## config.mk

```make
export PLATFORM = sky130hd
export DESIGN_NAME = scan_line_and_display_start_top
export DESIGN_NICKNAME = d
export VERILOG_FILES = /design/src/design/sldst_pkg.sv /design/src/design/scan_line_and_display_start_top.sv /design/src/design/sldst_div.sv
export SDC_FILE = /design/constraint.sdc
export NUM_CORES = 2
export LEC_CHECK = 0
export BUFFER_PORTS_ARGS = -buffer_cell sky130_fd_sc_hd__buf_2
export CAP_MARGIN = 30
export CORE_MARGIN = 2
export CORE_UTILIZATION = 40
export CTS_CLUSTER_SIZE = 28
export DETAILED_ROUTE_END_ITERATION = 7
export GPL_ROUTABILITY_DRIVEN = 0
export PLACE_DENSITY = 0.57
export SYNTH_ARGS = -nofsm -noshare
export SYNTH_HDL_FRONTEND = slang
export SYNTH_SLANG_ARGS = --single-unit
```

## constraint.sdc

```tcl
create_clock -name clk -period 22.6 [get_ports clk]
set_clock_uncertainty 0.15 [all_clocks]
set_input_delay 5.65 -clock clk [delete_from_list [all_inputs] [get_ports clk]]
set_output_delay 5.65 -clock clk [all_outputs]
set_load 0.01 [all_outputs]
```

## src/design/sldst_pkg.sv

```systemverilog
// shared types, codes and mode decode for the scan line and display start block
`timescale 1ns / 1ps
package sldst_pkg;

  localparam int MAX_OFFSET_DEF = 1023;
  localparam int DVD_W = 36;
  localparam int DSR_W = 16;

  localparam logic [2:0] ACT_SET_PIX   = 3'd0;
  localparam logic [2:0] ACT_GET_LEN   = 3'd1;
  localparam logic [2:0] ACT_SET_BYTES = 3'd2;
  localparam logic [2:0] ACT_GET_MAX   = 3'd3;
  localparam logic [2:0] ACT_SET_START = 3'd4;
  localparam logic [2:0] ACT_GET_START = 3'd5;
  localparam logic [2:0] ACT_RAW_START = 3'd6;
  localparam logic [2:0] ACT_OTHER     = 3'd7;

  localparam logic [2:0] ST_OK     = 3'd0;
  localparam logic [2:0] ST_FAIL   = 3'd1;
  localparam logic [2:0] ST_HW_UNS = 3'd2;
  localparam logic [2:0] ST_MODE_UNS = 3'd3;
  localparam logic [2:0] ST_UNIMPL = 3'd4;

  localparam logic [2:0] MODE_TEXT    = 3'd0;
  localparam logic [2:0] MODE_PLANAR4 = 3'd1;
  localparam logic [2:0] MODE_LIN8    = 3'd2;
  localparam logic [2:0] MODE_LIN15   = 3'd3;
  localparam logic [2:0] MODE_LIN16   = 3'd4;
  localparam logic [2:0] MODE_LIN32   = 3'd5;

  localparam logic [2:0] REG_MODE   = 3'd0;
  localparam logic [2:0] REG_VMEM   = 3'd1;
  localparam logic [2:0] REG_GHEIGHT = 3'd2;
  localparam logic [2:0] REG_ROWS   = 3'd3;
  localparam logic [2:0] REG_CHAR_H = 3'd4;

  localparam logic [24:0] TEXT_WINDOW = 25'h0008000;

  typedef struct packed {
    logic             ok;
    logic [2:0]       ppc_sh;   // log2 pixels per cell
    logic [1:0]       bpc_sh;   // log2 bytes per cell
    logic             pf2;      // pan factor of two
  } cells_t;

  typedef struct packed {
    logic             start;
    logic [DVD_W-1:0] dividend;
    logic [DSR_W-1:0] divisor;
  } div_req_t;

  typedef struct packed {
    logic             done;
    logic [DVD_W-1:0] quotient;
    logic [DSR_W-1:0] remainder;
  } div_rsp_t;

  function automatic cells_t mode_cells(input logic [2:0] mode);
    cells_t c;
    c = '{ok: 1'b1, ppc_sh: 3'd3, bpc_sh: 2'd3, pf2: 1'b0};
    case (mode)
      MODE_TEXT:    begin c.ppc_sh = 3'd4; c.bpc_sh = 2'd2; end
      MODE_PLANAR4: begin c.ppc_sh = 3'd4; end
      MODE_LIN8:    begin c.ppc_sh = 3'd3; c.pf2 = 1'b1; end
      MODE_LIN15,
      MODE_LIN16:   begin c.ppc_sh = 3'd2; c.pf2 = 1'b1; end
      MODE_LIN32:   begin c.ppc_sh = 3'd1; end
      default:      c.ok = 1'b0;
    endcase
    return c;
  endfunction

endpackage

```

## src/design/scan_line_and_display_start_top.sv

```systemverilog
// scan line length and display start controller, top level
`timescale 1ns / 1ps
// Requests arrive on the in_ stream: in_tuser carries the action, in_tdata the
// length, start column/row and raw start word. Every request gives one result
// word on the out_ stream with the status in out_tuser.
// Mode settings are written through the cfg_ channel (index, data), always
// ready; writes are expected only while no request is in flight.
// Requests that need no division go straight to the result. Setting or
// reading the length and reading the maximum run the shared bit-serial
// divider once, reading the maximum may run it twice and reading the start
// back runs it once. The divider retires one quotient bit per cycle over a
// 36-bit dividend. One request is in work at a time.
// Reset (rst_n low, synchronous) restores the mode registers to their
// defaults and clears line offset, start word and pan value.
// A finished result sits in the output register; while the receiver stalls,
// the next request may be taken and computed, then waits until the output
// register is free.
module scan_line_and_display_start_top import sldst_pkg::*; #(
  parameter int MAX_LINE_OFFSET = MAX_OFFSET_DEF
) (
  input  logic        clk,
  input  logic        rst_n,
  input  logic        in_tvalid,
  output logic        in_tready,
  input  logic [79:0] in_tdata,   // length_value, start_x, start_y, raw_start
  input  logic [2:0]  in_tuser,   // action
  output logic        out_tvalid,
  input  logic        out_tready,
  output logic [79:0] out_tdata,  // line_bytes, line_pixels, line_count, out_x, out_y
  output logic [2:0]  out_tuser,  // status
  input  logic        cfg_valid,
  output logic        cfg_ready,
  input  logic [2:0]  cfg_index,
  input  logic [24:0] cfg_data
);

  localparam int OW = $clog2(MAX_LINE_OFFSET + 1);
  localparam int MW = (OW + 16 > 25) ? OW + 16 : 25;

  localparam logic [2:0] S_IDLE  = 3'd0;
  localparam logic [2:0] S_EVAL  = 3'd1;
  localparam logic [2:0] S_DMAX  = 3'd2;
  localparam logic [2:0] S_LEN   = 3'd3;
  localparam logic [2:0] S_DLINE = 3'd4;
  localparam logic [2:0] S_DPOS  = 3'd5;
  localparam logic [2:0] S_DONE  = 3'd6;

  logic [2:0]  state_r, state_nxt;

  logic [2:0]  mode_r;
  logic [24:0] vmem_r;
  logic [12:0] gheight_r;
  logic [7:0]  rows_r;
  logic [5:0]  char_h_r;

  logic [9:0]  line_off_r;
  logic [31:0] start_word_r;
  logic [7:0]  pan_r;

  logic [2:0]  act_r;
  logic [15:0] len_r, sx_r, sy_r;
  logic [31:0] raw_r;
  logic [OW-1:0] off_r;

  logic [2:0]  res_status_r;
  logic [15:0] res_bytes_r, res_pix_r, res_lines_r, res_x_r, res_y_r;

  logic        out_valid_r;
  logic [2:0]  out_status_r;
  logic [79:0] out_data_r;

  logic             dstart_r;
  logic [DVD_W-1:0] ddvd_r;
  logic [DSR_W-1:0] ddsr_r;
  div_req_t    dreq;
  div_rsp_t    drsp;

  cells_t      cells;
  logic        text;
  logic [24:0] mem;
  logic [12:0] height;
  logic [15:0] bpch;
  logic [MW-1:0] max_need;
  logic [3:0]  unit_m1;
  logic [16:0] len_sum;
  logic [16:0] off_set;
  logic [25:0] lo_y;
  logic [30:0] pixel_set;
  logic [2:0]  half_sh;
  logic [2:0]  half_mask;
  logic [31:0] off_ext;
  logic [15:0] bytes_w, pix_w;
  logic [13:0] width_w;
  logic [35:0] pixel_get;
  logic [21:0] lines_mul;
  logic        out_free;

  assign dreq.start    = dstart_r;
  assign dreq.dividend = ddvd_r;
  assign dreq.divisor  = ddsr_r;

  sldst_div u_div (
    .clk   (clk),
    .rst_n (rst_n),
    .req   (dreq),
    .rsp   (drsp)
  );

  assign cells    = mode_cells(mode_r);
  assign text     = (mode_r == MODE_TEXT);
  assign mem      = text ? TEXT_WINDOW : vmem_r;
  assign height   = text ? {5'd0, rows_r} : gheight_r;
  assign bpch     = {3'd0, height} << cells.bpc_sh;
  assign max_need = MW'(MAX_LINE_OFFSET) * MW'(bpch);

  // round up to whole offset cells
  assign unit_m1  = (act_r == ACT_SET_PIX) ? (4'((5'd1 << cells.ppc_sh) - 5'd1))
                                           : (4'((5'd1 << cells.bpc_sh) - 5'd1));
  assign len_sum  = {1'b0, len_r} + {13'd0, unit_m1};
  assign off_set  = len_sum >> ((act_r == ACT_SET_PIX) ? cells.ppc_sh : {1'b0, cells.bpc_sh});

  assign lo_y      = line_off_r * sy_r;
  assign pixel_set = ({5'd0, lo_y} << cells.ppc_sh) + {15'd0, sx_r};
  assign half_sh   = cells.ppc_sh - 3'd1;
  assign half_mask = 3'((4'd1 << half_sh) - 4'd1);

  assign off_ext = 32'(off_r);
  assign bytes_w = 16'(off_ext << cells.bpc_sh);
  assign pix_w   = 16'(off_ext << cells.ppc_sh);

  assign width_w   = {4'd0, line_off_r} << cells.ppc_sh;
  assign pixel_get = ({4'd0, start_word_r} << half_sh)
                   + {28'd0, (cells.pf2 ? {1'b0, pan_r[7:1]} : pan_r)};
  assign lines_mul = drsp.quotient[15:0] * char_h_r;

  assign out_free  = !out_valid_r || out_tready;
  assign in_tready = (state_r == S_IDLE);
  assign cfg_ready = 1'b1;

  always_comb begin
    state_nxt = state_r;
    case (state_r)
      S_IDLE:  if (in_tvalid) state_nxt = S_EVAL;
      S_EVAL: begin
        state_nxt = S_DONE;
        if (act_r != ACT_RAW_START && act_r != ACT_OTHER && cells.ok) begin
          if (act_r == ACT_SET_PIX || act_r == ACT_SET_BYTES) begin
            if (off_set <= 17'(MAX_LINE_OFFSET)) state_nxt = S_LEN;
          end else if (act_r == ACT_GET_LEN) begin
            state_nxt = S_LEN;
          end else if (act_r == ACT_GET_MAX) begin
            state_nxt = (max_need > MW'(mem)) ? S_DMAX : S_LEN;
          end else if (act_r == ACT_GET_START) begin
            if (width_w != '0) state_nxt = S_DPOS;
          end
        end
      end
      S_DMAX:  if (drsp.done) state_nxt = S_LEN;
      S_LEN:   state_nxt = (bytes_w == '0) ? S_DONE : S_DLINE;
      S_DLINE: if (drsp.done) state_nxt = S_DONE;
      S_DPOS:  if (drsp.done) state_nxt = S_DONE;
      S_DONE:  if (out_free) state_nxt = S_IDLE;
      default: state_nxt = S_IDLE;
    endcase
  end

  // control state and configuration
  always_ff @(posedge clk) begin
    if (!rst_n) begin
      state_r      <= S_IDLE;
      mode_r       <= MODE_LIN8;
      vmem_r       <= 25'd2097152;
      gheight_r    <= 13'd480;
      rows_r       <= 8'd25;
      char_h_r     <= 6'd16;
      line_off_r   <= '0;
      start_word_r <= '0;
      pan_r        <= '0;
      out_valid_r  <= 1'b0;
      dstart_r     <= 1'b0;
    end else begin
      state_r      <= state_nxt;
      dstart_r     <= 1'b0;
      if (cfg_valid) begin
        case (cfg_index)
          REG_MODE:    mode_r    <= cfg_data[2:0];
          REG_VMEM:    vmem_r    <= cfg_data;
          REG_GHEIGHT: gheight_r <= cfg_data[12:0];
          REG_ROWS:    rows_r    <= cfg_data[7:0];
          REG_CHAR_H:  char_h_r  <= cfg_data[5:0];
          default: ;
        endcase
      end
      if (state_r == S_EVAL) begin
        if (act_r == ACT_RAW_START) begin
          start_word_r <= raw_r;
        end else if (cells.ok) begin
          if ((act_r == ACT_SET_PIX || act_r == ACT_SET_BYTES)
              && off_set <= 17'(MAX_LINE_OFFSET)) begin
            line_off_r <= off_set[9:0];
          end else if (act_r == ACT_GET_MAX && max_need > MW'(mem)) begin
            dstart_r <= 1'b1;
          end else if (act_r == ACT_SET_START) begin
            start_word_r <= 32'(pixel_set >> half_sh);
            pan_r        <= 8'({5'd0, pixel_set[2:0] & half_mask} << cells.pf2);
          end else if (act_r == ACT_GET_START && width_w != '0) begin
            dstart_r <= 1'b1;
          end
        end
      end
      if (state_r == S_LEN && bytes_w != '0) dstart_r <= 1'b1;
      if (state_r == S_DONE && out_free) begin
        out_valid_r <= 1'b1;
      end else if (out_tready) begin
        out_valid_r <= 1'b0;
      end
    end
  end

  // request, working and result words
  always_ff @(posedge clk) begin
    if (state_r == S_IDLE && in_tvalid) begin
      act_r <= in_tuser;
      len_r <= in_tdata[15:0];
      sx_r  <= in_tdata[31:16];
      sy_r  <= in_tdata[47:32];
      raw_r <= in_tdata[79:48];
    end
    case (state_r)
      S_EVAL: begin
        res_bytes_r <= '0;
        res_pix_r   <= '0;
        res_lines_r <= '0;
        res_x_r     <= '0;
        res_y_r     <= '0;
        res_status_r <= ST_OK;
        off_r        <= OW'(MAX_LINE_OFFSET);
        ddvd_r       <= {11'd0, mem};
        ddsr_r       <= bpch;
        if (act_r == ACT_OTHER) begin
          res_status_r <= ST_UNIMPL;
        end else if (act_r != ACT_RAW_START) begin
          if (!cells.ok) begin
            res_status_r <= ST_MODE_UNS;
          end else if (act_r == ACT_SET_PIX || act_r == ACT_SET_BYTES) begin
            if (off_set > 17'(MAX_LINE_OFFSET)) res_status_r <= ST_HW_UNS;
            off_r <= OW'(off_set);
          end else if (act_r == ACT_GET_LEN) begin
            off_r <= OW'(line_off_r);
          end else if (act_r == ACT_GET_START) begin
            if (width_w == '0) res_status_r <= ST_FAIL;
            ddvd_r <= pixel_get;
            ddsr_r <= {2'd0, width_w};
          end
        end
      end
      S_DMAX: if (drsp.done) off_r <= OW'(drsp.quotient);
      S_LEN: begin
        res_bytes_r <= bytes_w;
        res_pix_r   <= pix_w;
        if (bytes_w == '0) res_status_r <= ST_FAIL;
        ddvd_r <= {11'd0, mem};
        ddsr_r <= bytes_w;
      end
      S_DLINE: if (drsp.done) begin
        res_lines_r <= text ? lines_mul[15:0] : drsp.quotient[15:0];
      end
      S_DPOS: if (drsp.done) begin
        res_x_r <= drsp.remainder;
        res_y_r <= drsp.quotient[15:0];
      end
      default: ;
    endcase
    if (state_r == S_DONE && out_free) begin
      out_status_r <= res_status_r;
      out_data_r   <= {res_y_r, res_x_r, res_lines_r, res_pix_r, res_bytes_r};
    end
  end

  assign out_tvalid = out_valid_r;
  assign out_tuser  = out_status_r;
  assign out_tdata  = out_data_r;

endmodule

```

## src/design/sldst_div.sv

```systemverilog
// bit-serial restoring divider, one quotient bit per cycle
`timescale 1ns / 1ps
module sldst_div import sldst_pkg::*; (
  input  logic     clk,
  input  logic     rst_n,
  input  div_req_t req,
  output div_rsp_t rsp
);

  localparam int CNT_W = $clog2(DVD_W);

  logic             busy_r;
  logic             done_r;
  logic [CNT_W-1:0] cnt_r;
  logic [DVD_W-1:0] quo_r;
  logic [DSR_W-1:0] rem_r;
  logic [DSR_W-1:0] dsr_r;
  logic [DSR_W:0]   trial;
  logic [DSR_W:0]   diff;
  logic             ge;

  assign trial = {rem_r, quo_r[DVD_W-1]};
  assign ge    = trial >= {1'b0, dsr_r};
  assign diff  = trial - {1'b0, dsr_r};

  always_ff @(posedge clk) begin
    if (!rst_n) begin
      busy_r <= 1'b0;
      done_r <= 1'b0;
      cnt_r  <= '0;
    end else begin
      done_r <= 1'b0;
      if (req.start) begin
        busy_r <= 1'b1;
        cnt_r  <= '0;
      end else if (busy_r) begin
        cnt_r <= cnt_r + 1'b1;
        if (cnt_r == CNT_W'(DVD_W - 1)) begin
          busy_r <= 1'b0;
          done_r <= 1'b1;
        end
      end
    end
  end

  always_ff @(posedge clk) begin
    if (req.start) begin
      quo_r <= req.dividend;
      dsr_r <= req.divisor;
      rem_r <= '0;
    end else if (busy_r) begin
      rem_r <= ge ? diff[DSR_W-1:0] : trial[DSR_W-1:0];
      quo_r <= {quo_r[DVD_W-2:0], ge};
    end
  end

  assign rsp.done      = done_r;
  assign rsp.quotient  = quo_r;
  assign rsp.remainder = rem_r;

endmodule
```

==> impl_results.md <==
* Outcome: finished, final reports clean
* Worst Max-Slew Pin Slew at 1.11 ns
* Share of cells above drive strength 1 at 11.4%
* # setup viols final at 0
* Area growth, synth to finish at 11.0%
* Top-Level Pins at 202
* Setup CP Type: register to register
* Core Box Area at 0.0901 sq mm
* Multi-input gate area at 0.0213 sq mm
* Antenna violations before repair at 0
* Critical Path Most Common Cell: o21ai_0
* Worst EP required at 23.01 ns
* PnR worst setup slack at 12.68 ns
* HP Class: register to register
* Post-Synth Adder-Cell Area at 19.4%
* Post-synth top area share at 29.1%
* RSZ-0062 raised after global routing: false
* Wirelength, routed at 102000 um
* Min cycle time layout at 9.92 ns
* Sequential fraction of the synthesis area at 36.2%
* CP Capture Type: register
* Max Slew Vio Count at 0
* Slowest cell delay on critical path at 0.83 ns
* Async SR Flop Fraction at 0%
* Worst slack, placed at 12.78 ns
* Leak at 17.3 nW
* F_max at 101 MHz
* Aggregate global-route resource usage at 21.9%
* Main area contributors after synthesis: edfxtp_1 (29%), fa_1 (13%), dfxtp_1 (7.1%), ha_1 (6.8%), nand2_1 (5.9%)
* Crit-path max FO at 36
* Tcrit/Tclk final at 43.9%
* DRC at 0
* Setup TNS at 0 ns
* Initial Utilization at 40.4%
* First-pass GRT wire length at 161000 um
* Final antenna diode count at 0
* Die ar. at 0.0936 sq mm
* Die W at 306 um
* Number of detailed-routing iterations run before antenna repair at 7
* CTS H-tree lvls at 2
* Hold Vio Cnt, Final at 0
* HPWL Detailed at 77700 um
* DR iter-0 viols at 2551
* Hold_buf cts at 0
* CP max stage cell: dfxtp_1
* Relative slew margins at 25.3%
* Vias in the first global route at 27434
* Synth Area in Compound Gates at 12.8%
* Post-synthesis cell count at 3816
* Fill cells at 8657
* Drt wl/cell at 19.9 um
* Final net count at 4438
* Mean post-synth cell area at 9.55 sq um
* Synth area leader: edfxtp_1
* Syn Std Cell Area at 0.0364 sq mm
* Clock latency on the worst-skew pair at 0.68 ns
* Post-Place Cells at 5009
* Clock transition at the registers of the reported paths at 0.06 ns
* Simple-Gate Fraction of Synth Area at 16.2%
* Post-synthesis mux area share at 6.52%
* Clock root buffer: clkbuf_16
* Buffers on Ports at 195
* Top_reg_cell synth: edfxtp_1
* Final cell count without fillers at 5120
* Clock sinks at 483
* Vias per inst at 5.48
* Largest net degree at the start of global routing at 79
* VDD IR-drop max at 0.0692 mV
* Number of buffers created by CTS at 57
* Clk buf depth at 3
* Register bit total from synthesis at 483
* CTS tree: built
* Row count at 110
* Grt ovf at 0
* Critical Path AT at 10.33 ns
* Post-Synth XOR/XNOR Area at 3.19%
* Synth cell types at 96
* Die Ht at 306 um
* MaxCap Viol Count at 0
* Post-synth EDFFs at 353
* Nature of the critical path startpoint: register
* Cell Pwr Density at 91.0 mW/mm^2
* Reg area at 0.0132 sq mm
* Setup bufs post-CTS at 0
* R2R Setup Slk at 12.68 ns
* Ys Warns at 0
* Resize count post-CTS at 0
* Post-route ant nets at 0
* Largest family of logic cells by synthesized area: adder cells
* Vias at 28070
==> cell families after synthesis <==
kind of cell | count (synthesis)
multiplexers | 221
AO/OA/AOI/OAI | 727
other | 2
XOR/XNOR | 132
adder cells (fa/ha/maj) | 427
flip-flops | 483
buffers and inverters | 536
AND/OR/NAND/NOR | 1288
==> final timing paths <==
| kind | cells after the start | start | endpoint |
|---|---|---|---|
| worst min-delay path | 0 | res_y_r[3]$_SDFFCE_PN0P_ | out_tdata[67]$_DFFE_PP_ |
| worst max-delay path | 35 | mode_r[0]$_SDFFE_PN0P_ | state_r[0]$_SDFFE_PN0P_ |
| worst max register to register | 35 | mode_r[0]$_SDFFE_PN0P_ | state_r[0]$_SDFFE_PN0P_ |
| worst min register to register | 0 | res_y_r[3]$_SDFFCE_PN0P_ | out_tdata[67]$_DFFE_PP_ |
==> per-stage QoR <==
stage | power, mW | instance area [sq um] | hold WS (ns) | utilization [%]
5_1_grt | 3.95 | 40500 | 0.274 | 44.9
6_report | 3.68 | 40500 | 0.263 | 44.9
2_1_floorplan | 2.32 | 36500 | 0.250 | -
3_3_place_gp | 2.71 | 38400 | 0.251 | 42.6
3_5_place_dp | 2.73 | 38400 | 0.255 | 42.6
4_1_cts | 3.70 | 40400 | 0.261 | 44.8
==> synthesized netlist by cell type, drive strengths merged (12+ instances only) <==
cell type / number
a211oi: 50
a21o: 38
a21oi: 252
a221oi: 13
a22oi: 12
a31oi: 13
and2: 132
and3: 30
buf: 55
clkbuf: 172
dfxtp: 130
edfxtp: 353
fa: 228
ha: 199
inv: 308
mux2: 47
mux2i: 166
nand2: 577
nand2b: 22
nand3: 76
nand4: 18
nor2: 261
nor2b: 23
nor3: 60
nor4: 14
o211ai: 31
o21a: 12
o21ai: 141
o21bai: 14
o22a: 13
o22ai: 22
o31ai: 13
or2: 22
or3: 18
xnor2: 87
xor2: 45
==> cell usage in the layout (no fill, tap or decap), drive strengths merged, types with 76 or more instances in the layout <==
cell type,Yosys,final
buf,55,237
nor2,261,261
mux2i,166,166
and2,132,132
inv,308,316
nand3,76,76
nand2,577,577
o21ai,141,141
dfxtp,130,130
xnor2,87,87
ha,199,199
fa,228,228
edfxtp,353,353
a21oi,252,252
==> layer usage <==
| layer | global-route usage [%] | part of all wire [%] | wire length [um] | vias to the layer above |
|---|---|---|---|---|
| li1 | - | - | - | 13379 |
| met5 | 0 | 0 | 0 | - |
| met1 | 30.1 | 45 | 45500 | 13647 |
| met2 | 35.4 | 46 | 46800 | 890 |
| met4 | 6.24 | 2.9 | 2900 | 0 |
| met3 | 3.61 | 6.4 | 6520 | 154 |
==> area by class of cell <==
cell class	count	share of cell area (%)
clock inverter	35	0.974
tap	1176	3.64
clock buffer	73	3.88
sequential	483	32.6
inverter	309	2.87
multi-input combinational	2807	52.6
timing repair buffer	237	3.42
==> report_power, final <==
part	switching [mW]	total [mW]	internal (mW)
logic	0.844	1.41	0.570
clock network	0.403	0.957	0.555
registers	0.136	1.31	1.18
total	1.38	3.68	2.30
==> worst max-delay path: cells and delay by family (launching register included) <==
family	cells	cell delay [ns]
AOI/OAI and AO/OA	14	3.13
adders and majority gates	7	2.58
buffers and inverters	6	1.23
DFF	1	0.83
muxes	1	0.36
and+or+nand+nor	7	1.46
==> flip-flops by register name (all words and copies together), names as in the netlist, 25 cells and up <==
signal        cells
start_word_r     32
raw_r            32
u_div.quo_r      36
ddvd_r           36
out_tdata        75
vmem_r           25
Note: power is estimated with default switching activity, not from simulation.
